## src/sv/tkfat_pkg.sv

```systemverilog
// Shared types and constants for the top-k frequent address tracker.
package tkfat_pkg;
    localparam int unsigned ADDR_W = 64;
    localparam int unsigned KIND_W = 8;
    localparam int unsigned CNT_W = 32;
    localparam int unsigned SLOT_W = 6;
    localparam logic [KIND_W-1:0] COUNTED_KIND = 8'd3;
    localparam logic [CNT_W-1:0] COUNT_MAX = 32'hFFFF_FFFF;

    typedef enum logic [0:0] {
        OP_RECORD = 1'b0,
        OP_SCAN   = 1'b1
    } opcode_t;

    typedef struct packed {
        logic              is_scan;
        logic [ADDR_W-1:0] addr;
    } cmd_t;
endpackage

```

## src/sv/tkfat_front.sv

```systemverilog
// Front end: accepts requests, drops uncounted records, pushes commands into a short queue.
module tkfat_front
    import tkfat_pkg::*;
(
    input  logic              aclk,
    input  logic              aresetn,
    input  logic              s_valid,
    output logic              s_ready,
    input  logic              s_opcode,
    input  logic [ADDR_W-1:0] s_page_address,
    input  logic [KIND_W-1:0] s_access_kind,
    output logic              cmd_valid,
    input  logic              cmd_ready,
    output cmd_t              cmd
);
    localparam int unsigned QD = 2;

    cmd_t q_reg [QD];
    logic [1:0] cnt_reg;
    logic       rd_reg;
    logic       wr_reg;
    logic       push;
    logic       pop;
    logic       keep;

    assign s_ready   = (cnt_reg != 2'(QD));
    assign keep      = (opcode_t'(s_opcode) == OP_SCAN) || (s_access_kind == COUNTED_KIND);
    assign push      = s_valid && s_ready && keep;
    assign cmd_valid = (cnt_reg != 2'd0);
    assign pop       = cmd_valid && cmd_ready;
    assign cmd       = q_reg[rd_reg];

    always_ff @(posedge aclk) begin
        if (push) begin
            q_reg[wr_reg] <= '{is_scan: s_opcode, addr: s_page_address};
        end
        if (!aresetn) begin
            cnt_reg <= '0;
            rd_reg  <= 1'b0;
            wr_reg  <= 1'b0;
        end else begin
            if (push) wr_reg <= ~wr_reg;
            if (pop) rd_reg <= ~rd_reg;
            cnt_reg <= cnt_reg + 2'(push) - 2'(pop);
        end
    end
endmodule

```

## config.mk

```make
export PLATFORM = sky130hd
export DESIGN_NAME = tkfat_front
export DESIGN_NICKNAME = d
export VERILOG_FILES = /design/src/sv/tkfat_pkg.sv /design/src/sv/tkfat_front.sv
export SDC_FILE = /design/constraint.sdc
export NUM_CORES = 1
export LEC_CHECK = 0
export ABC_AREA = 1
export BUFFER_PORTS_ARGS = -buffer_cell sky130_fd_sc_hd__buf_2
export CAP_MARGIN = 30
export CORE_MARGIN = 2
export CORE_UTILIZATION = 47
export CTS_CLUSTER_DIAMETER = 30
export DETAILED_ROUTE_END_ITERATION = 7
export PLACE_DENSITY = 0.76
export SKIP_CTS_REPAIR_TIMING = 1
export SLEW_MARGIN = 20
export SYNTH_ARGS = -nofsm -noshare
export SYNTH_HDL_FRONTEND = slang
export SYNTH_SLANG_ARGS = --single-unit
```

## constraint.sdc

```tcl
create_clock -name aclk -period 5.31 [get_ports aclk]
set_input_delay 1.593 -clock aclk [delete_from_list [all_inputs] [get_ports aclk]]
set_output_delay 1.593 -clock aclk [all_outputs]
set_load 0.01 [all_outputs]
```

==> out/metrics.cfg <==
[run_status]
status=finished clean

[worst_setup_path]
r2r_cells=5
cp_cell_sequence=buf_16 > mux2_2 > buf_2
worst_path_largest_cell_delay_ns=0.71
critical_path_arrival_ns=2.05
worstSetupPathType=reg2out
critical_path.endpoint=cmd[3]
worst-path-max-fanout=34
cp.required_ns=3.72
ff2ff_setup_slack_ns=3.00
end_kind=output pin
cpMaxStageDelayCell=dfxtp_4
reg2reg_from=cnt_reg[0]
r2r_end=q_reg[1][9]
worstSetupStartpointType=register

[logic_synthesis]
synth.distinct_cells=15
avgSynthCellArea_um2=21.0
synthAdderAreaFrac=0.00483
synth_cells=247
ys_warn_count=0
synth_top_family_by_area=multiplexers
synth_mux_area_frac=0.177
synth_simple_gate_area_frac=0.0126
synth_xor_area_frac=0.00169
synthTopCellsByArea=edfxtp_1, mux2_4, mux2_2, dfxtp_1, buf_6
yosysTopAreaCell=edfxtp_1
yosys.area.top_type_share=0.753
synth_compound_area_frac=0.00724
synth_seq_cells=135
synth_nets=326
synth_seq_area_share=0.773
synthesis.area_mm2=0.00518

[sta]
slew_headroom=0.424
period_minus_slack_ns=3.64
rsz0062_at_grt=false
tns_ns=0
finalMaxSlewViolations=0
setup-violations-final=0
skew_ns=0.00889
max_freq_ghz=0.274
hold_viol_final=0
tightest_slew_ns=0.863
fin_crit_sh=0.686
worst_slack_ns=1.67

[die]
io_pins=144
core_mm2=0.0108
die_y_um=109
start_util=0.480
die-area_mm2=0.0119
placementRows=38
chipWidth_um=109

[clock_network]
cts_buffers=17
clk_latency_ns=0.50
cts_sinks=135
cts_max_path_buffers=2
tritoncts=yes
cts_root_buffer=clkbuf_8
clkSlewWorstSetupHoldPaths_ns=0.06
htree_levels=4

[drt]
firstDrtPassIters=4
drt_first_iter_violations=90
wl_per_cell_um=15.6
antenna_left=0
routed_via_density=4.79
drt-total-wl_um=8720
drc=0
num_vias=2673

[global_routing]
antenna_found_initial=0
grt_max_degree=39
grt.overflow.total=0
grt_pass1_vias=2743
grt_pass1_wl_um=13200
grt_util_all_layers=0.152

[cells_and_area]
drive_gt1_frac=0.586
num_antenna_cells=0
area_growth_pct=28.6
largest_register_ffs=130
final_nets=484

[placed_design]
gp_congestion=0.699
pre_cts_slack_ns=1.68
hpwl_um=5900
port_buffers=143

[power]
p_per_area_mw_per_mm2=463
ir_drop_mv=0.323
p_leak_nw=2.66
total_power_mw=3.08

[min_path]
hp-class=reg2reg

[flow_run]
drv_cap=0

-- critical path: cells and delay by family (launching register included) --
family | cells | cell delay (ns)
buf+inv | 2 | 0.46
flops | 1 | 0.71
mux | 1 | 0.37
-- stage by stage --
step                utilization  std cells  hold slack (ns)  instance area [µm²]
floorplan                     -        247            0.425                 5180
global placement          0.559        525            0.430                 6040
detailed placement        0.562        526            0.453                 6070
CTS                       0.617        558            0.465                 6660
global route              0.617        558            0.495                 6660
finish                    0.617        558            0.465                 6660
-- worst min-delay path by stage --
stage | from | to | slack [ns] | cells after the start
floorplan | rd_reg | register | 0.43 | 1
detailed placement | rd_reg | register | 0.45 | 1
global placement | rd_reg | register | 0.43 | 1
global route | rd_reg | register | 0.50 | 1
CTS | rd_reg | register | 0.47 | 1
finish | rd_reg | register | 0.47 | 1
-- per-layer routing --
metal,vias to the layer above,share of wire,GRT usage
li1,1257,-,-
met1,1324,0.40,0.176
met2,85,0.53,0.253
met3,7,0.056,0.0532
met4,0,0.011,0.0714
met5,-,0,0
-- cell type report --
| class | count | area, µm² |
|---|---|---|
| fillers | 799 | 4130 |
| flip-flops and latches | 135 | 4010 |
| multi-input cells | 92 | 1060 |
| repair buffers | 146 | 771 |
| clock buffers | 20 | 445 |
| well taps | 140 | 175 |
| clock inverters | 12 | 151 |
| inverters | 13 | 48.8 |
-- power by group --
group          internal, mW  switching, mW  total, mW
logic                 0.327          0.272      0.598
clock network         0.738          0.415       1.15
registers              1.27         0.0617       1.33
-- cell families (layout without fill, tap and decap cells) --
| family | count (synthesis) | after routing |
|---|---|---|
| DFF | 135 | 135 |
| muxes | 65 | 65 |
| and+or+nand+nor | 17 | 17 |
| AOI/OAI and AO/OA | 7 | 7 |
| buffers and inverters | 20 | 191 |
| xor gates and xnor gates | 1 | 1 |
| adders and majority gates | 2 | 2 |
-- synth_stat cells --
master and instances:
edfxtp_1 130, mux2_4 50, mux2_2 15, inv_1 13, nand2_1 12, buf_6 6, dfxtp_1 5, a21oi_1 4
nor2_1 4, ha_1 2, o21ai_0 2, a21boi_0 1, buf_2 1, nand3_1 1, xnor2_1 1
-- placed cells by master (no fill, tap or decap), drive strengths merged, types with 2 or more instances in the layout --
| master | instances |
|---|---|
| clkinvlp | 2 |
| bufinv | 3 |
| buf | 146 |
| clkbuf | 20 |
| nand2 | 12 |
| dfxtp | 5 |
| clkinv | 7 |
| inv | 13 |
| o21ai | 2 |
| mux2 | 65 |
| a21oi | 4 |
| nor2 | 4 |
| ha | 2 |
| edfxtp | 130 |
No activity file was read; power rests on OpenSTA's default activity.
